===== src/rtl/minmax_envelope_decimator_top_assert.svh =====
// Assertion macros for the min/max envelope decimator.
// Taken in by every module that asserts; expects clk and rst_n in scope.
`ifndef MINMAX_ENVELOPE_DECIMATOR_TOP_ASSERT_SVH
`define MINMAX_ENVELOPE_DECIMATOR_TOP_ASSERT_SVH
`ifndef NO_ASSERTIONS
`define MMED_ASSERT_IMP(name, pre, post) \
  name: assert property (@(posedge clk) disable iff (!rst_n) (pre) |-> (post)) \
    else $error("mmed: same-cycle check failed");
`define MMED_ASSERT_NXT(name, pre, post) \
  name: assert property (@(posedge clk) disable iff (!rst_n) (pre) |=> (post)) \
    else $error("mmed: next-cycle check failed");
`else
`define MMED_ASSERT_IMP(name, pre, post)
`define MMED_ASSERT_NXT(name, pre, post)
`endif
`endif


===== src/rtl/mmed_pkg.sv =====
// Shared constants, codes and the command word of the envelope decimator.
// No dependencies.
package mmed_pkg;

  localparam int MAX_POINTS_DEF      = 4096;
  localparam int PIXEL_FRAC_BITS_DEF = 8;
  localparam int CFG_W               = 12;
  localparam int FIFO_DEPTH          = 4;

  localparam logic [CFG_W-1:0] PLOT_WIDTH_RST  = 12'd640;
  localparam logic [CFG_W-1:0] PLOT_HEIGHT_RST = 12'd480;

  // floor(n / 20) = (floor(n / 4) * PAD_RECIP5) >> 34 for any 33-bit n
  localparam logic [31:0] PAD_RECIP5 = 32'hCCCCCCCD;
  localparam int PAD_RND     = 10;
  localparam int HALF_Q16    = 32768;
  localparam int FIELD20_MAX = 1048575;

  localparam logic [1:0] ST_OK       = 2'd0;
  localparam logic [1:0] ST_NONINC   = 2'd1;
  localparam logic [1:0] ST_OVERFLOW = 2'd2;

  localparam logic REG_PLOT_WIDTH  = 1'b0;
  localparam logic REG_PLOT_HEIGHT = 1'b1;

  typedef struct packed {
    logic              is_pull;
    logic              first;
    logic              ok;
    logic [1:0]        status;
    logic signed [31:0] smp_time;
    logic signed [31:0] smp_value;
  } cmd_t;

endpackage


===== src/rtl/mmed_front.sv =====
// Input side: checks time order and store room, tracks set status, queues commands.
// Depends on mmed_pkg.
module mmed_front import mmed_pkg::*; #(
  parameter int MAX_POINTS = MAX_POINTS_DEF
) (
  input  logic               clk,
  input  logic               rst_n,
  input  logic               in_valid,
  output logic               in_stall,
  input  logic               in_req_type,
  input  logic signed [31:0] in_sample_time,
  input  logic signed [31:0] in_sample_value,
  input  logic               in_last_point,
  input  logic               q_full,
  output logic               push,
  output cmd_t               push_cmd
);
  localparam int CW = $clog2(MAX_POINTS + 1);

  logic               closed_r;
  logic [CW-1:0]      cnt_r, cnt_eff;
  logic [1:0]         status_r, status_eff;
  logic signed [31:0] last_t_r;
  logic               acc, bad_time, no_room;

  assign in_stall   = q_full;
  assign acc        = in_valid && !q_full;
  // a load after a closed set starts afresh
  assign cnt_eff    = closed_r ? '0 : cnt_r;
  assign status_eff = closed_r ? ST_OK : status_r;
  assign bad_time   = (cnt_eff != '0) && (in_sample_time <= last_t_r);
  assign no_room    = (cnt_eff == CW'(MAX_POINTS));

  always_comb begin
    push_cmd           = '0;
    push_cmd.smp_time  = in_sample_time;
    push_cmd.smp_value = in_sample_value;
    push_cmd.status    = status_r;
    push               = 1'b0;
    if (acc) begin
      if (in_req_type) begin
        push             = 1'b1;
        push_cmd.is_pull = 1'b1;
        push_cmd.ok      = closed_r && (status_r == ST_OK) && (cnt_r != '0);
      end else if (!bad_time && !no_room) begin
        push           = 1'b1;
        push_cmd.first = (cnt_eff == '0);
      end
    end
  end

  always_ff @(posedge clk) begin
    if (!rst_n) begin
      closed_r <= 1'b0;
      cnt_r    <= '0;
      status_r <= ST_OK;
      last_t_r <= '0;
    end else if (acc && !in_req_type) begin
      closed_r <= in_last_point;
      if (bad_time) begin
        cnt_r    <= cnt_eff;
        status_r <= (status_eff == ST_OK) ? ST_NONINC : status_eff;
      end else if (no_room) begin
        cnt_r    <= cnt_eff;
        status_r <= (status_eff == ST_OK) ? ST_OVERFLOW : status_eff;
      end else begin
        cnt_r    <= cnt_eff + 1'b1;
        status_r <= status_eff;
        last_t_r <= in_sample_time;
      end
    end
  end
endmodule


===== config.mk =====
export PLATFORM = sky130hd
export DESIGN_NAME = mmed_front
export DESIGN_NICKNAME = d
export VERILOG_FILES = /design/src/rtl/minmax_envelope_decimator_top_assert.svh /design/src/rtl/mmed_pkg.sv /design/src/rtl/mmed_front.sv
export SDC_FILE = /design/constraint.sdc
export NUM_CORES = 1
export LEC_CHECK = 0
export ABC_AREA = 1
export BUFFER_PORTS_ARGS = -buffer_cell sky130_fd_sc_hd__buf_2
export CAP_MARGIN = 25
export CORE_MARGIN = 2
export CORE_UTILIZATION = 45
export DETAILED_ROUTE_END_ITERATION = 10
export GPL_TIMING_DRIVEN = 1
export PLACE_DENSITY = 0.76
export SLEW_MARGIN = 20
export SYNTH_ARGS = -nofsm -noshare
export SYNTH_HDL_FRONTEND = slang
export SYNTH_SLANG_ARGS = --single-unit

===== constraint.sdc =====
create_clock -name clk -period 2.8 [get_ports clk]
set_clock_uncertainty 0.1 [all_clocks]
set_input_delay 0.14 -clock clk [delete_from_list [all_inputs] [get_ports clk]]
set_output_delay 0.14 -clock clk [all_outputs]
set_load 0.02 [all_outputs]

[Yosys cells after proc, flatten, opt, wreduce, memory -nomap -nowiden]
Cells that the tools add are included.
Storage, ports and cells
  flip-flop bits (word level): 48
  latch bits: 0
  bits in writable memories: 0
  memory bits (read-only): 0
  bits of input ports: 70
  output and inout port bits: 71
  word-level logic and storage cells: 41
  memories kept: 0
Operators by class
  add/subtract/negate cells: 1
  multipliers: 0
  divide/modulo/power cells: 0
  magnitude comparators: 1
  equality and inequality tests: 1
  shifts and indexed selects: 0
  multiplexer cells: 16
  bitwise gates (word level): 2
  reductions and logical operators: 16
Operator list (count)
  $mux W13: 3
  $le A32 B32 Y1: 1
  $reduce_bool A13 Y1: 2
  $add A13 B1 Y13 const B: 1
  $eq A13 B13 Y1 const B: 1
  $logic_not A13 Y1: 1
  $mux W2: 5
  $mux W1: 7
  $logic_and A1 B1 Y1: 6
  $logic_not A1 Y1: 4
  $logic_not A2 Y1: 2
  $mux W3: 1
  $reduce_and A3 Y1: 1
  $not A1 Y1: 2

[Logic depth before layout (Yosys ltp)]
Gate-level depths: netlist of run 1.
  word-level depth: 8
  gate-level depth with buffers: 22
  mapped depth without buffers: 21

[Worst setup path after synthesis of run 1]
No wires, ideal clock.
  kind: register -> output
  start point: register last_t_r[31]
  end point: output push
  arrival time: 2112 ps
  data required time: 2560 ps
  slack: 448 ps
  stages on the path, launching flop included: 16
  path buffers: 1
  path through: dfxtp_1 > inv_1 > ha_1 > nand2_1 > nor3_2 > nand2_1 > nor2_1 > nand2_1 > nand2_1 > nand2_1 > nand2_1 > nand2_2 > nand2_4 > buf_2 > nand2_1 > a21oi_1
On the way
  longest elaborated chain between the ends: 7
Ends and longest elaborated chain
  start: declaration: RTL line mmed_front.sv:23  | logic signed [31:0] last_t_r;
  start signal: assignment: RTL line mmed_front.sv:69  | last_t_r <= in_sample_time;
  $le A32 B32 Y1: RTL line mmed_front.sv:31  | assign bad_time = (cnt_eff != '0) && (in_sample_time <= last_t_r);
  $logic_and A1 B1 Y1: RTL line mmed_front.sv:31
  $logic_not A1 Y1: RTL line mmed_front.sv:45  | end else if (!bad_time && !no_room) begin
  $logic_and A1 B1 Y1: RTL line mmed_front.sv:45
  $mux W1: RTL line mmed_front.sv:45
  $mux W1: RTL line mmed_front.sv:41  | if (in_req_type) begin
  $mux W1: RTL line mmed_front.sv:40  | if (acc) begin
  end: declaration: RTL line mmed_front.sv:15  | output logic push,
Every way passes these cells.

[Final worst setup path of run 1]
  start point: input in_sample_time[25]
  end point: output push
On the way
  longest elaborated chain between the ends: 7
Ends and longest elaborated chain
  start: declaration: RTL line mmed_front.sv:11  | input logic signed [31:0] in_sample_time,
  $le A32 B32 Y1: RTL line mmed_front.sv:31
  $logic_and A1 B1 Y1: RTL line mmed_front.sv:31
  $logic_not A1 Y1: RTL line mmed_front.sv:45
  $logic_and A1 B1 Y1: RTL line mmed_front.sv:45
  $mux W1: RTL line mmed_front.sv:45
  $mux W1: RTL line mmed_front.sv:41
  $mux W1: RTL line mmed_front.sv:40
Every way passes these cells.

==> impl_metrics.yaml, run 1 <==
status:
  status: "finished, final reports clean"
finish:
  drive_above_1_share_pct: 19.0
  final_common_cell: "nand2_1"
  final_area_um2: 4270
  syn_to_final_growth_pct: 14.1
  fin_cells: 716
  final_cell_mix: "nand2_1, nor2_1, buf_2, inv_1, dfxtp_1"
  finish.net_count: 714
  num_antenna_cells: 0
power_and_ir_drop:
  ir_worst_vdd_uv: 257
  power_density_nw_per_um2: 430
  leakage_nw: 2.17
worst_setup_path:
  critPathCaptureType: "output pin"
  worst_r2r_endpoint: "last_t_r[30]$_SDFFE_PN0P_"
  worstPathCellList: "dlygate4sd3_1, ha_4, nand4_1, nor3_4, nand2_1, nor2_2, nand2_1, nand2_1, nand2_1, nand2_2, nand2_4, nand2_8, nand2_1, a21oi_2, buf_6"
  crit_arrival_ns: 2.42
  cp_slowest_stage_delay_ns: 0.61
  path_common_cell: "nand2_1"
  start_kind: "input port"
  r2r_start: "last_t_r[26]$_SDFFE_PN0P_"
  cp_slowest_cell: "dlygate4sd3_1"
  rrSetupSlack_ns: 0.33
  worstPathRequired_ns: 2.56
  r2r_cells: 17
  worst-setup-path-type: "input port to output pin"
  path_max_fanout: 5
route:
  first_pass_iters: 4
  wirelength_um: 8150
  antenna_left: 0
  vias: 3445
  routed_via_density: 4.81
  wl_per_cell_um: 11.4
  drc_errors: 0
  drt_iter0_drc: 162
placed_design:
  dpl_cell_area_um2: 3780
  preCtsSetupSlack_ns: 0.290
  dp_hpwl_um: 5740
  dp.cells: 680
  portBuffers: 76
  gp_congestion: 0.930
die:
  start_util_pct: 46.0
  dieHeight_um: 95.2
  row_count: 33
  die_x_um: 95.2
  core_um2: 8130
  io_pins: 141
  dieArea_um2: 9060
worst_hold_path:
  whs_path_depth: 3
  holdPathEnd: "last_t_r[3]$_SDFFE_PN0P_"
  hold_class: "input port to flop"
  min-delay-start: "in_sample_time[3]"
sta:
  clock.fmax_ghz: 0.376
  finalSetupViolations: 0
  slew_headroom_pct: 63.7
  min_period_ns: 2.66
  drv_slew: 0
  worst_slack_ns: 0.141
  hold_violations: 0
  hold-worst-slack_ns: 0.00557
  worstMarginPinSlew_ns: 0.540
  fin_crit_sh_pct: 95.0
global_route:
  grt_pass1_wl_um: 13400
  grtUsageTotal_pct: 18.1
  antenna_found_initial: 0
  grt_max_degree: 34
  grt_pass1_vias: 3179
  grt-ovfl-total: 0
yosys:
  yosys_register_bits: 48
  ys_seq_area_share_pct: 25.7
  syn_avg_cell_area_um2: 6.53
  syn_area_um2: 3740
  synth-main-ff-cell: "dfxtp_1"
  synth_edf_count: 0
  synthCells: 573
  yosysWarnings: 0
  syn_nets: 677
  yosysUniqueCellTypes: 29
  async_flop_share_pct: 0
clock_tree:
  cts_buffers: 5
  cts_buffer_depth: 2
  tritoncts: "yes"
  cts_num_sinks: 48
  clkTransAtPathRegs_ns: 0.09
  htreeDepth: 2
  clk_latency_ns: 0.31
  cts_root_buf: "clkbuf_8"
flow_run:
  max_cap_viol_count: 0
-- final cells by class --
cell class	instances	area (um^2)
multi-input cells	376	2060
fillers	799	3860
clock inverters	3	47.5
inverters	67	251
flip-flops and latches	48	962
well taps	105	131
repair buffers	112	754
clock buffers	5	68.8
-- logic make-up (layout without fill, tap and decap cells) --
group / after synthesis / in the layout / synth area share, %
compound gates: 42 / 42 / 5.85
xor+xnor: 12 / 12 / 2.81
fa+ha+maj: 34 / 34 / 11.4
buf+inv: 149 / 187 / 21.8
flops: 48 / 48 / 25.7
simple gates: 288 / 288 / 32.6
-- power breakdown --
part | internal (mW) | switching [mW]
sequential | 0.722 | 0.0150
clock | 0.269 | 0.249
combinational | 0.232 | 0.349
total | 1.22 | 0.613
-- cells in the mapped netlist (2+ instances only) --
master,count,area share [%]
a21oi_1,33,4.4
buf_2,9,1.2
buf_4,65,13
clkbuf_1,8,0.80
dfxtp_1,48,26
ha_1,34,11
inv_1,65,6.5
nand2_1,140,14
nand3_1,34,4.5
nand4_1,8,1.3
nor2_1,90,9.0
nor3_2,2,0.53
nor4_1,6,1.0
o21a_1,2,0.40
o21ai_0,5,0.67
xnor2_1,2,0.47
xor2_1,10,2.3
-- state kept, by name (all words and copies together), names as in the netlist --
signal    cells
last_t_r     32
cnt_r        13
status_r      2
closed_r      1
-- worst max-delay path by stage --
| stage | start | to | depth (start not counted) |
|---|---|---|---|
| after floorplan | last_t_r[31]$_SDFFE_PN0P_ | push | 15 |
| after global placement | last_t_r[31]$_SDFFE_PN0P_ | last_t_r[31]$_SDFFE_PN0P_ | 16 |
| after detailed placement | last_t_r[31]$_SDFFE_PN0P_ | last_t_r[11]$_SDFFE_PN0P_ | 16 |
| after CTS | in_sample_time[29] | push | 16 |
| after global routing | in_sample_time[25] | push | 15 |
| final | in_sample_time[25] | push | 15 |
-- worst max-delay path: cells and delay by family --
family / cells / cell delay (ns)
AOI/OAI and AO/OA: 1 / 0.15
and+or+nand+nor: 11 / 1.09
adders and majority gates: 1 / 0.30
buffers and inverters: 2 / 0.74
-- through the flow --
step / setup TNS [ns] / utilization (%) / total power, mW
floorplan: 0 / - / 1.21
global placement: 0 / 46.4 / 1.25
detailed placement: 0 / 46.4 / 1.27
CTS: 0 / 50.7 / 1.81
global route: -0.0223 / 52.5 / 1.96
finish: 0 / 52.5 / 1.84
-- layer usage --
layer / global-route usage, % / routed length, um
met1: 21.8 / 3590
met2: 33.1 / 4080
met3: 3.16 / 418
met4: 4.59 / 61
met5: 0 / 0
-- timing repair --
action,4_1_cts,5_1_grt
hold buffers,24,0
setup buffers,0,8
cloned,0,0
pin swaps,0,10
endpoints found under the hold margin,24,0
gates resized for setup,0,18
setup endpoints to repair,1,34
Note: power is estimated with default switching activity, not from simulation.
==> inputs of run 2 (changes only) <==
--- a/config.mk
+++ b/config.mk
@@ -8,7 +8,8 @@
 export ABC_AREA = 1
 export BUFFER_PORTS_ARGS = -buffer_cell sky130_fd_sc_hd__buf_2
 export CAP_MARGIN = 25
-export CORE_MARGIN = 2
+export CORE_ASPECT_RATIO = 2
+export CORE_MARGIN = 4
 export CORE_UTILIZATION = 45
 export DETAILED_ROUTE_END_ITERATION = 10
 export GPL_TIMING_DRIVEN = 1
==> impl_metrics.yaml, run 2 (synthesis results as in run 1) <==
clock_tree:
  cts_buffer_depth: 2
  tritoncts: "yes"
  clk_latency_ns: 0.29
  cts_num_sinks: 48
  clkTransAtPathRegs_ns: 0.07
  holdBufCountCts: 0
  cts_root_buf: "clkbuf_16"
  cts_buffers: 5
  htreeDepth: 2
power_and_ir_drop:
  leakage_nw: 2.09
  ir_worst_vdd_uv: 283
  power_density_nw_per_um2: 490
sta:
  hold_violations: 0
  slew_headroom_pct: 65.6
  tns_ns: 0
  drv_slew: 0
  worstMarginPinSlew_ns: 0.511
  finalSetupViolations: 0
  min_period_ns: 2.61
  fin_crit_sh_pct: 93.4
  clock.fmax_ghz: 0.383
finish:
  final_cell_mix: "nand2_1, nor2_1, buf_2, inv_1, dfxtp_1"
  largest_register: "last_t_r"
  postLayoutCoreUtil_pct: 50.6
  fill_cells: 812
  syn_to_final_growth_pct: 8.12
  largest_reg_flops: 32
  fin_cells: 686
  finish.net_count: 693
  final_common_cell: "nand2_1"
  drive_above_1_share_pct: 19.0
  top_regs: "last_t_r: 32 flops, cnt_r: 13 flops, status_r: 2 flops"
  num_antenna_cells: 0
flow_run:
  max_cap_viol_count: 0
placed_design:
  dp_hpwl_um: 6420
  dp.cells: 673
  gp_congestion: 0.931
  portBuffers: 76
worst_setup_path:
  cp_slowest_cell: "ha_1"
  critPathCaptureType: "output pin"
  critPathBufInv: 3
  worst-setup-path-type: "flop to output pin"
  cp_slowest_stage_delay_ns: 0.33
  path_max_fanout: 8
  path_common_cell: "nand2_1"
  worstPathRequired_ns: 2.56
  crit_arrival_ns: 2.37
  start_kind: "flop"
  critical_path.top_delay_family: "simple AND/OR/NAND/NOR gates"
  worstPathCellList: "inv_1, ha_1, nand2_1, nor3_2, nand2_1, nor2_2, nand2_1, nand2_1, nand2_1, nand2_1, nand2_2, nand2_4, buf_12, nand2_1, a21oi_2, buf_6"
die:
  io_pins: 141
  row_count: 46
  dieHeight_um: 137
  core_um2: 8000
  die_x_um: 72.5
  dieArea_um2: 9930
  start_util_pct: 46.8
global_route:
  grt_max_degree: 34
  grt-ovfl-total: 0
  grt_pass1_wl_um: 13700
  grt_pass1_vias: 3239
  grtUsageTotal_pct: 17.2
  antenna_found_initial: 0
route:
  wl_per_cell_um: 12.3
  drt_iter0_drc: 144
  wirelength_um: 8470
  first_pass_iters: 6
  drc_errors: 0
  routed_via_density: 4.94
  antenna_left: 0
  vias: 3390
status:
  status: "finished, final reports clean"
worst_hold_path:
  hold_class: "input port to flop"
==> run 2: changes by cell type in the layout (fill, tap and decap cells not counted), sizes merged <==
cell          previous run  this run
clkinv                   3         2
buf                     88        91
dlymetal6s4s             2         0
dlygate4sd3             22         0
clkbuf                   5         6
==> run 2: worst paths after layout <==
| check | to | depth (start not counted) | slack, ns | start |
|---|---|---|---|---|
| hold / removal | last_t_r[23]$_SDFFE_PN0P_ | 3 | 0.007 | in_sample_time[23] |
| setup reg to reg | last_t_r[14]$_SDFFE_PN0P_ | 17 | 0.36 | last_t_r[31]$_SDFFE_PN0P_ |
| setup / recovery | push | 16 | 0.19 | last_t_r[31]$_SDFFE_PN0P_ |
| hold reg to reg | cnt_r[11]$_SDFFE_PN0P_ | 2 | 0.37 | cnt_r[11]$_SDFFE_PN0P_ |
==> run 2: final cells by class <==
cell class	instances	area, um^2	area share, %
multi-input combinational	376	2000	49.5
sequential	48	961	23.7
timing repair buffer	91	549	13.6
inverter	67	251	6.21
clock buffer	6	129	3.18
tap	96	120	2.97
clock inverter	2	35.0	0.866
==> run 2: power by group <==
group | switching (mW) | total, mW | internal, mW | leakage (nW)
clock network | 0.264 | 0.684 | 0.421 | 0.0808
registers | 0.0138 | 0.736 | 0.722 | 0.391
logic | 0.343 | 0.564 | 0.221 | 1.62
==> run 2: per-stage QoR <==
step	cell area [um^2]	worst slack (ns)	hold WS [ns]	power, mW
global route	4050	-0.00726	0.0191	2.10
floorplan	3740	0.448	0.175	1.21
detailed placement	3790	0.376	0.180	1.28
global placement	3790	0.432	0.180	1.26
finish	4050	0.186	0.00669	1.98
CTS	3960	0.0480	0.00106	1.97
==> run 2: what timing repair did <==
| action | CTS | global route |
|---|---|---|
| setup buffers | 0 | 5 |
| setup endpoints to repair | 0 | 1 |
| gates resized for setup | 0 | 10 |
==> run 2: worst reg2reg max path, stage by stage (launching register included) <==
cell and delay, ns:
dfxtp_1 0.32, inv_1 0.05, ha_1 0.33, nand2_1 0.11
nor3_2 0.21, nand2_1 0.08, nor2_2 0.11, nand2_1 0.08
nand2_1 0.06, nand2_1 0.05, nand2_1 0.07, nand2_2 0.07
nand2_4 0.09, nand3_4 0.20, buf_12 0.23, nand2_1 0.07
nand2_1 0.05, nor2_1 0.10
==> run 2: per-layer routing <==
layer	vias up	share of wire (%)	track usage, %
li1	1760	-	-
met1	1508	37	16.2
met2	99	56	34.2
met3	23	4.8	2.87
met4	0	2.6	8.32
met5	-	0	0
