### config.mk
export PLATFORM = sky130hd
export DESIGN_NAME = mmed_fifo
export DESIGN_NICKNAME = d
export VERILOG_FILES = /design/src/rtl/minmax_envelope_decimator_top_assert.svh /design/src/rtl/mmed_pkg.sv /design/src/rtl/mmed_fifo.sv
export SDC_FILE = /design/constraint.sdc
export NUM_CORES = 1
export LEC_CHECK = 0
export BUFFER_PORTS_ARGS = -buffer_cell sky130_fd_sc_hd__buf_2
export CELL_PAD_IN_SITES_DETAIL_PLACEMENT = 0
export CELL_PAD_IN_SITES_GLOBAL_PLACEMENT = 2
export CORE_AREA = 4 4 192 194
export DETAILED_ROUTE_END_ITERATION = 6
export DIE_AREA = 0 0 196 198
export PLACE_DENSITY = 0.65
export SETUP_SLACK_MARGIN = 0.05
export SLEW_MARGIN = 20
export SYNTH_ARGS = -nofsm -noshare
export SYNTH_HDL_FRONTEND = slang
export SYNTH_SLANG_ARGS = --single-unit
### constraint.sdc
create_clock -name clk -period 6.6 [get_ports clk]
set_clock_uncertainty 0.1 [all_clocks]
set_input_delay 1.32 -clock clk [delete_from_list [all_inputs] [get_ports clk]]
set_output_delay 1.32 -clock clk [all_outputs]
set_load 0.01 [all_outputs]
### src/rtl/minmax_envelope_decimator_top_assert.svh
// Assertion macros for the min/max envelope decimator.
// Taken in by every module that asserts; expects clk and rst_n in scope.
`ifndef MINMAX_ENVELOPE_DECIMATOR_TOP_ASSERT_SVH
`define MINMAX_ENVELOPE_DECIMATOR_TOP_ASSERT_SVH
`ifndef NO_ASSERTIONS
`define MMED_ASSERT_IMP(name, pre, post) \
  name: assert property (@(posedge clk) disable iff (!rst_n) (pre) |-> (post)) \
    else $error("mmed: same-cycle check failed");
`define MMED_ASSERT_NXT(name, pre, post) \
  name: assert property (@(posedge clk) disable iff (!rst_n) (pre) |=> (post)) \
    else $error("mmed: next-cycle check failed");
`else
`define MMED_ASSERT_IMP(name, pre, post)
`define MMED_ASSERT_NXT(name, pre, post)
`endif
`endif

### src/rtl/mmed_pkg.sv
// Shared constants, codes and the command word of the envelope decimator.
// No dependencies.
package mmed_pkg;

  localparam int MAX_POINTS_DEF      = 4096;
  localparam int PIXEL_FRAC_BITS_DEF = 8;
  localparam int CFG_W               = 12;
  localparam int FIFO_DEPTH          = 4;

  localparam logic [CFG_W-1:0] PLOT_WIDTH_RST  = 12'd640;
  localparam logic [CFG_W-1:0] PLOT_HEIGHT_RST = 12'd480;

  // floor(n / 20) = (floor(n / 4) * PAD_RECIP5) >> 34 for any 33-bit n
  localparam logic [31:0] PAD_RECIP5 = 32'hCCCCCCCD;
  localparam int PAD_RND     = 10;
  localparam int HALF_Q16    = 32768;
  localparam int FIELD20_MAX = 1048575;

  localparam logic [1:0] ST_OK       = 2'd0;
  localparam logic [1:0] ST_NONINC   = 2'd1;
  localparam logic [1:0] ST_OVERFLOW = 2'd2;

  localparam logic REG_PLOT_WIDTH  = 1'b0;
  localparam logic REG_PLOT_HEIGHT = 1'b1;

  typedef struct packed {
    logic              is_pull;
    logic              first;
    logic              ok;
    logic [1:0]        status;
    logic signed [31:0] smp_time;
    logic signed [31:0] smp_value;
  } cmd_t;

endpackage

### src/rtl/mmed_fifo.sv
// Short command queue between the classifier and the vertex engine.
// Depends on mmed_pkg.
module mmed_fifo import mmed_pkg::*; (
  input  logic clk,
  input  logic rst_n,
  input  logic push,
  input  cmd_t push_cmd,
  input  logic pop,
  output cmd_t head,
  output logic empty,
  output logic full
);
  localparam int PW = $clog2(FIFO_DEPTH);

  cmd_t        slot_r [FIFO_DEPTH];
  logic [PW-1:0] wp_r, rp_r;
  logic [PW:0]   fill_r;

  always_ff @(posedge clk) begin
    if (!rst_n) begin
      wp_r   <= '0;
      rp_r   <= '0;
      fill_r <= '0;
    end else begin
      if (push) wp_r <= wp_r + 1'b1;
      if (pop)  rp_r <= rp_r + 1'b1;
      if (push && !pop) fill_r <= fill_r + 1'b1;
      else if (pop && !push) fill_r <= fill_r - 1'b1;
    end
  end

  always_ff @(posedge clk) begin
    if (push) slot_r[wp_r] <= push_cmd;
  end

  assign head  = slot_r[rp_r];
  assign empty = (fill_r == '0);
  assign full  = (fill_r == (PW+1)'(FIFO_DEPTH));
endmodule

# Word-level counts from Yosys, hierarchy flattened
# Memory sizes are Yosys's and may differ from the RTL's. A register that Yosys moved wholly into a read port is not among the register bits.
# Cells that the tools add are included.
# word_totals
regBits	7
ram_bits	276
input_bits	73
output_inout_bits	71
memories	1
# mem_list
memory	words	word_bits	read_ports	rd_ports_with_merged_regs	write_ports	line	text
slot_r	4	69	1	1	1	mmed_fifo.sv:15	cmd_t slot_r [FIFO_DEPTH];
# op_classes
add_sub_neg	4
eq_ne	1
mux	6
reduce_logical	6
# ops
operator	n
2-to-1 mux 3 bit	2
adder 2 x 1 -> 2 bit, second input constant	2
2-to-1 mux 2 bit	2
adder 3 x 1 -> 3 bit, second input constant	1
equality test 3 bit, second input constant	1
zero test 3 bit	1
subtractor 3 x 1 -> 3 bit, second input constant	1
logical AND 1 bit	2
zero test 1 bit	2
2-to-1 mux 1 bit	2
nonzero test 2 bit	1

# Logic depth before layout (Yosys ltp)
# Gate-level depths: netlist of the first run.
# logic_depth
ltp_word	4
depth_mapped	7

# Worst setup path before layout of the first run
# No wires, ideal clock.
# synth_path
path_type	input to register
start	input push
end	memory slot_r[0][0] (netlist name) (enable)
setup_ns	0.434
arrival_ns	2.938
required_time_ns	6.066
path_slack_ns	3.128
stages	1
n_path_buf	0
path_cell_list	and2_1
# synth_via
elab_chain_cells	2
# synth_lines
item	line	text
from (decl)	mmed_fifo.sv:6	input logic push,
2-to-1 mux 1 bit	mmed_fifo.sv:33	if (push) slot_r[wp_r] <= push_cmd;
2-to-1 mux 1 bit (implied by the code)	mmed_fifo.sv:33	
to (decl)	mmed_fifo.sv:15	
# Every way passes these cells.

==> results of run 1 <==
layout by cell type, fill, tap and decap left out, types with 4 or more instances in the layout:
| cell | instances |
|---|---|
| and2_1 | 5 |
| and2_4 | 4 |
| buf_12 | 4 |
| buf_2 | 143 |
| clkbuf_1 | 10 |
| clkbuf_16 | 29 |
| clkbuf_8 | 4 |
| clkinv_1 | 4 |
| dfxtp_1 | 7 |
| edfxtp_1 | 276 |
| ha_1 | 5 |
| inv_1 | 4 |
| mux4_2 | 69 |
power groups by stage:
stage | combinational [mW] | clock [mW] | sequential, mW
global route | 0.422 | 1.70 | 2.12
finish | 0.385 | 1.56 | 2.11
CTS | 0.401 | 1.62 | 2.11
detailed placement | 0.400 | 0 | 2.15
global placement | 0.363 | 0 | 2.16
floorplan | 0.236 | 0 | 2.14
layer usage:
metal | wire (um) | GRT usage | vias up | part of all wire
li1 | - | - | 2057 | -
met1 | 8560 | 0.137 | 2465 | 0.42
met2 | 10500 | 0.180 | 107 | 0.51
met3 | 1110 | 0.0243 | 30 | 0.054
met4 | 429 | 0.0274 | 0 | 0.021
met5 | 0 | 0 | - | 0
worst reg2reg max path: stages (launching register included):
cell and delay, ns:
dfxtp_1 0.34, inv_1 0.09, ha_1 0.16, and2_4 0.50, buf_16 0.31
cell type report:
class                           instances  area share
Sequential cell                       285       0.668
Multi-Input combinational cell         99       0.143
Timing Repair Buffer                  152      0.0704
Clock buffer                           43      0.0645
Tap cell                              461      0.0454
Clock inverter                         10     0.00779
Inverter                                4     0.00118
worst paths after layout:
| path | start | to | slack (ns) | depth (start not counted) |
|---|---|---|---|---|
| worst min-delay path | fill_r[2] | fill_r[2] | 0.43 | 2 |
| worst max-delay path | flip-flop | head[11] | 2.67 | 3 |
| worst min register to register | fill_r[2] | fill_r[2] | 0.43 | 2 |
| worst max register to register | wp_r[0] | slot_r[0][47] | 4.71 | 4 |
synth_stat cells:
library cell	n
buf_2	2
buf_4	6
ha_1	5
mux2i_1	2
fa_1	1
nand2_1	1
buf_6	1
edfxtp_1	276
xor2_1	3
clkbuf_1	5
dfxtp_1	9
mux4_2	69
and2_1	9
nor2b_1	2
buf_12	2
a21boi_0	1
inv_1	4
nor3_1	1
o21ai_0	1
or3_1	1
nor3b_1	1
xnor2_1	2
per-stage QoR:
step                utilization  std cells  instance area [um2]
finish                    0.360       1054                12700
global placement          0.330        994                11600
CTS                       0.360       1054                12700
global route              0.360       1054                12700
floorplan                     -        404                10400
detailed placement        0.334       1001                11800
kinds of logic (layout without fill, tap and decap cells):
logic type                 Yosys count  in the layout  synth area share
DFF                                285            285             0.813
buffers and inverters               20            209            0.0135
xor gates and xnor gates             5              5           0.00421
muxes                               71             71             0.151
and+or+nand+nor                     15             15           0.00877
adders and majority gates            6              6           0.00793
AOI/OAI and AO/OA                    2              2           0.00120
registers in the layout (all words and copies together) (netlist names), named ones only:
signal and cells:
slot_r 276, fill_r 3, rp_r 2, wp_r 2
==> flow_metrics.tcl, run 1 <==
set metrics [dict create \
    status "finished clean" \
    drc 0 \
    grt_pass1_vias 5211 \
    area_delta_synth_final_pct 21.9 \
    cp-end-kind "primary output" \
    criticalPathCategory "flip-flop to primary output" \
    syn-num-nets 483 \
    core_um2 35200 \
    worstHoldPathType "flip-flop to flip-flop" \
    max-cap-violations 0 \
    fin_crit_ns 3.93 \
    synth_seq_cells 285 \
    vias_per_cell 4.42 \
    ir_drop_mv 0.196 \
    crit_fanout 28 \
    cts.root.buffer_cell "clkbuf_16" \
    p_seq_frac 0.521 \
    max_clock_freq_mhz 254 \
    cts_tree "yes" \
    dieArea_um2 38800 \
    path_delay_family "buffers and inverters" \
    final_layout_size_suffix_gt1_frac 0.449 \
    drt-initial-drc-count 236 \
    start_util 0.296 \
    fin_ws_ns 2.67 \
    ant_nets 0 \
    synthCells 404 \
    regArea_um2 8480 \
    clk_pin_slew_worst_paths_ns 0.06 \
    grt_usage 0.105 \
    dr.pass1.iters 4 \
    finalMaxSlewViolations 0 \
    rsz0062_at_grt "false" \
    cts_setup_buffers 0 \
    whs_ns 0.425 \
    numCtsBuffers 29 \
    diodes 0 \
    power_density_nw_per_um2 319 \
    crit_arrival_ns 2.51 \
    synth_area_leaders "edfxtp_1, mux4_2, dfxtp_1" \
    grt_max_degree 42 \
    multiInputGateArea_um2 1810 \
    vias 4659 \
    nFillCells 3267 \
    synth_warnings 0 \
    wl_per_cell_um 19.5 \
    tightest_slew_ns 0.641 \
    post-place-ws_ns 3.13 \
    path_cells "buf_4 > mux4_2 > buf_2" \
    pwr-share-comb 0.095 \
    dp_hpwl_um 12700 \
    slew_headroom 0.573 \
    grt_antenna_before_repair 0 \
    cts_htree_levels 1 \
    gp_congestion 0.667 \
    grt_pass1_wl_um 31600 \
    synth_cell_types 22 \
    die_h_um 198 \
    grt_overflow 0 \
    p_clk_frac 0.384 \
    yosysTopAreaCell "edfxtp_1" \
    swShare 0.213 \
    die_w_um 196 \
    crit_path_max_incr_delay_ns 0.62 \
    nets 650 \
    worstPathRequired_ns 5.18 \
    power.internal_mw 3.19 \
    cts_resized 0 \
    port_buffers 143 \
    netlist.area_leader.share 0.796 \
    crit_slowest_cell "mux4_2" \
    tns_ns 0 \
    finalSetupViolations 0 \
    period_share 0.596 \
    row_count 69 \
    ioPinCount 144 \
    crit_buf_inv 2 \
    power.leakage_nw 4.21 \
    syn_area_um2 10400 \
    clk_latency_ns 0.54 \
    drt-total-wl_um 20500 \
    cp-start-kind "flip-flop" \
    ctsHoldBuffers 0 \
    switchingPower_mw 0.864 \
    cts.path.max_buffers 3 \
    finalHoldViolCount 0 \
    design_power_total_mw 4.05 \
    synth.avg_cell_area_um2 25.8 \
    yosysSeqAreaShare 0.813 \
    clock_sinks 285 \
]
Power figures use the tool's default switching activity.
==> inputs of run 2 (changes only) <==
Clock period 6.6 ns to 4 ns, I/O delays scaled along.
==> flow_metrics.tcl, run 2 (synthesis results as in run 1) <==
set metrics [dict create \
    status "finished clean" \
    ant_nets 0 \
    tightest_slew_ns 0.681 \
    period_share 0.809 \
    final_cell_mix "edfxtp_1, buf_2, mux4_2" \
    largest_reg_flops 276 \
    vias 4595 \
    port_buffers 143 \
    criticalPathCategory "flip-flop to primary output" \
    grt_usage 0.104 \
    rsz0062_at_grt "false" \
    die_h_um 198 \
    finalSetupViolations 0 \
    core_um2 35200 \
    clk_latency_ns 0.54 \
    cts_resized 0 \
    clock_sinks 285 \
    ctsHoldBuffers 0 \
    post-place-ws_ns 1.25 \
    area_delta_synth_final_pct 20.6 \
    grt_pass1_wl_um 31100 \
    regArea_um2 8480 \
    largest-register "slot_r" \
    fin_crit_ns 3.24 \
    cts.root.buffer_cell "clkbuf_16" \
    power_density_nw_per_um2 513 \
    cts_tree "yes" \
    grt_overflow 0 \
    grt_pass1_vias 5265 \
    dr.pass1.iters 4 \
    ioPinCount 144 \
    max-cap-violations 0 \
    ir_drop_mv 0.317 \
    dp.cells 999 \
    whs_ns 0.377 \
    multiInputGateArea_um2 1810 \
    grt_antenna_before_repair 1 \
    row_count 69 \
    gp_congestion 0.681 \
    clk_pin_slew_worst_paths_ns 0.06 \
    tns_ns 0 \
    final_layout_size_suffix_gt1_frac 0.443 \
    drc 0 \
    nets 647 \
    dp_hpwl_um 12500 \
    cp-end-kind "primary output" \
    grt_max_degree 40 \
    drt-initial-drc-count 265 \
    fin_ws_ns 0.764 \
    cts.path.max_buffers 3 \
    slew_headroom 0.546 \
    worstHoldPathType "primary input to flip-flop" \
    cp-start-kind "flip-flop" \
    die_w_um 196 \
    reg_top3 "slot_r (276), fill_r (3)" \
    numCtsBuffers 28 \
    max_clock_freq_mhz 309 \
    start_util 0.296 \
    finalHoldViolCount 0 \
    fin_cells 1048 \
    cts_htree_levels 1 \
    design_power_total_mw 6.44 \
    dieArea_um2 38800 \
    finalMaxSlewViolations 0 \
    worstPathRequired_ns 3.10 \
    power.leakage_nw 4.15 \
    nFillCells 3262 \
    crit_arrival_ns 2.34 \
    crit_fanout 37 \
    cts_setup_buffers 0 \
    final_common_cell "edfxtp_1" \
    vias_per_cell 4.38 \
    drt-total-wl_um 20300 \
    wl_per_cell_um 19.3 \
    diodes 0 \
]
==> run 2: final timing paths <==
| kind | startpoint | to | slack, ns | cells after the start |
|---|---|---|---|---|
| worst max-delay path | flip-flop | head[68] | 0.76 | 3 |
| worst min-delay path | push_cmd[37] | slot_r[2][37] | 0.38 | 1 |
| worst max register to register | wp_r[0] | slot_r[2][51] | 2.08 | 4 |
| worst min register to register | fill_r[2] | fill_r[2] | 0.46 | 2 |
==> run 2: worst max-delay path: stages (launching register included) <==
cell     delay [ns]
dfxtp_4        0.65
buf_12         0.37
mux4_2         0.58
buf_2          0.16
==> run 2: area by class of cell <==
class                      count  area share
clock inverter                12     0.00438
timing repair buffer         150      0.0689
inverter                       4     0.00120
multi-input combinational     99       0.144
clock buffer                  37      0.0602
tap                          461      0.0459
sequential                   285       0.675
==> run 2: metrics by stage <==
| stage | cell area (um2) | utilization |
|---|---|---|
| after floorplan | 10400 | - |
| after global placement | 11600 | 0.330 |
| after detailed placement | 11700 | 0.334 |
| after CTS | 12600 | 0.357 |
| after global routing | 12600 | 0.357 |
| final | 12600 | 0.357 |
==> run 2: report_power, final <==
group / leakage [nW] / switching [mW] / internal, mW
sequential: 2.61 / 0.0610 / 3.43
combinational: 1.14 / 0.321 / 0.298
clock: 0.396 / 1.02 / 1.32
total: 4.15 / 1.40 / 5.04
==> run 2: routing by layer <==
layer	up-vias	share of wire	GRT usage
met5	-	0.00064	0
met3	33	0.050	0.0243
met4	2	0.022	0.0303
li1	2047	-	-
met1	2397	0.41	0.130
met2	116	0.52	0.182
==> inputs of run 3 (changes only) <==
Settings changed: PLACE_DENSITY 0.65 to 0.67.
Clock period 4 ns to 2.93 ns, I/O delays scaled along.
==> flow_metrics.tcl, run 3 (synthesis results as in run 1) <==
set metrics [dict create \
    status "finished clean" \
    max_clock_freq_mhz 364 \
    cts_htree_levels 1 \
    regToRegSetupSlack_ns 1.17 \
    start_util 0.296 \
    final_common_cell "edfxtp_1" \
    wl_per_cell_um 19.5 \
    rsz0062_at_grt "false" \
    tns_ns 0 \
    regArea_um2 8480 \
    power_density_nw_per_um2 706 \
    worstPathRequired_ns 2.24 \
    hold_path_depth 1 \
    reg_top3 "slot_r (276), fill_r (3)" \
    die_h_um 198 \
    ant_nets 0 \
    multiInputGateArea_um2 1810 \
    clk_latency_ns 0.52 \
    grt_overflow 0 \
    grt_pass1_wl_um 31700 \
    core_um2 35200 \
    slew_headroom 0.670 \
    port_buffers 143 \
    period_share 0.937 \
    crit_fanout 33 \
    min_from "push_cmd[44]" \
    die_w_um 196 \
    grt_antenna_before_repair 2 \
    diodes 0 \
    cts_resized 0 \
    final_area_um2 12700 \
    fin_crit_ns 2.74 \
    dr.pass1.iters 4 \
    nFillCells 3243 \
    max-cap-violations 0 \
    crit_arrival_ns 2.06 \
    numCtsBuffers 29 \
    cts.root.buffer_cell "clkbuf_16" \
    ioPinCount 144 \
    nets 659 \
    gp_congestion 0.669 \
    cp-start-kind "flip-flop" \
    cts.path.max_buffers 3 \
    grt_usage 0.105 \
    finalMaxSlewViolations 0 \
    drt-total-wl_um 20700 \
    clock_sinks 285 \
    drc 0 \
    r2r-start "wp_r[0]" \
    hold_end "slot_r[0][44]" \
    grt_pass1_vias 5300 \
    reg2reg_depth 4 \
    largest-register "slot_r" \
    tightest_slew_ns 0.496 \
    worstHoldPathType "primary input to flip-flop" \
    dp.cells 1006 \
    cp-end-kind "primary output" \
    cts_tree "yes" \
    dieArea_um2 38800 \
    cts_setup_buffers 4 \
    fin_cells 1063 \
    ctsHoldBuffers 0 \
    area_delta_synth_final_pct 21.8 \
    vias 4749 \
    final_layout_size_suffix_gt1_frac 0.458 \
    criticalPathCategory "flip-flop to primary output" \
    finalSetupViolations 0 \
    placed_cell_area_um2 11800 \
    final_cell_mix "edfxtp_1, buf_2, mux4_2" \
    ir_drop_mv 0.474 \
    clk_pin_slew_worst_paths_ns 0.06 \
    largest_reg_flops 276 \
    dp_hpwl_um 13000 \
    vias_per_cell 4.47 \
    drt-initial-drc-count 204 \
    r2r-end "slot_r[0][28]" \
    grt_max_degree 43 \
    design_power_total_mw 8.95 \
    finalHoldViolCount 0 \
    power.leakage_nw 4.23 \
    row_count 69 \
]
run 3: changes by cell type in the layout (fill, tap and decap cells not counted), sizes merged:
cell      change
buf          +11
bufinv        +1
clkbuf        -4
clkinv        +6
clkinvlp      +1
run 3: report_power, final:
part | internal, mW | leakage (nW) | switching [mW]
clock | 1.89 | 0.422 | 1.43
sequential | 4.68 | 2.61 | 0.0710
combinational | 0.421 | 1.19 | 0.458
run 3: worst max-delay path by stage:
stage	from	endpoint	slack [ns]	cells after the start
after floorplan	push	slot_r[0][0]	0.19	1
after global placement	flip-flop	head[55]	0.59	3
after detailed placement	flip-flop	head[55]	0.55	3
after CTS	flip-flop	head[51]	0.08	3
after global routing	flip-flop	head[51]	0.05	3
final	flip-flop	head[51]	0.19	3
run 3: stage by stage:
stage | hold slack (ns) | worst slack [ns] | utilization
2_1_floorplan | 0.372 | 0.192 | -
4_1_cts | 0.129 | 0.0831 | 0.360
3_3_place_gp | 0.384 | 0.589 | 0.335
5_1_grt | 0.130 | 0.0533 | 0.360
6_report | 0.165 | 0.186 | 0.360
3_5_place_dp | 0.413 | 0.553 | 0.335
run 3: layout make-up:
cell class,count,share of cell area
tap,461,0.0455
sequential,285,0.668
clock inverter,20,0.00996
inverter,4,0.00118
multi-input combinational,99,0.143
clock buffer,33,0.0584
timing repair buffer,161,0.0740
run 3: worst max-delay path: stages (launching register included):
cell     delay, ns
dfxtp_4       0.65
buf_12        0.30
mux4_2        0.38
buf_2         0.16
run 3: layer usage:
metal  routed length [um]  up-vias  share of wire  GRT usage
met5                   27        -         0.0013          0
met4                  467        4          0.023     0.0266
met3                 1110       41          0.053     0.0225
met2                10700      126           0.52      0.188
met1                 8370     2500           0.40      0.130
li1                     -     2078              -          -
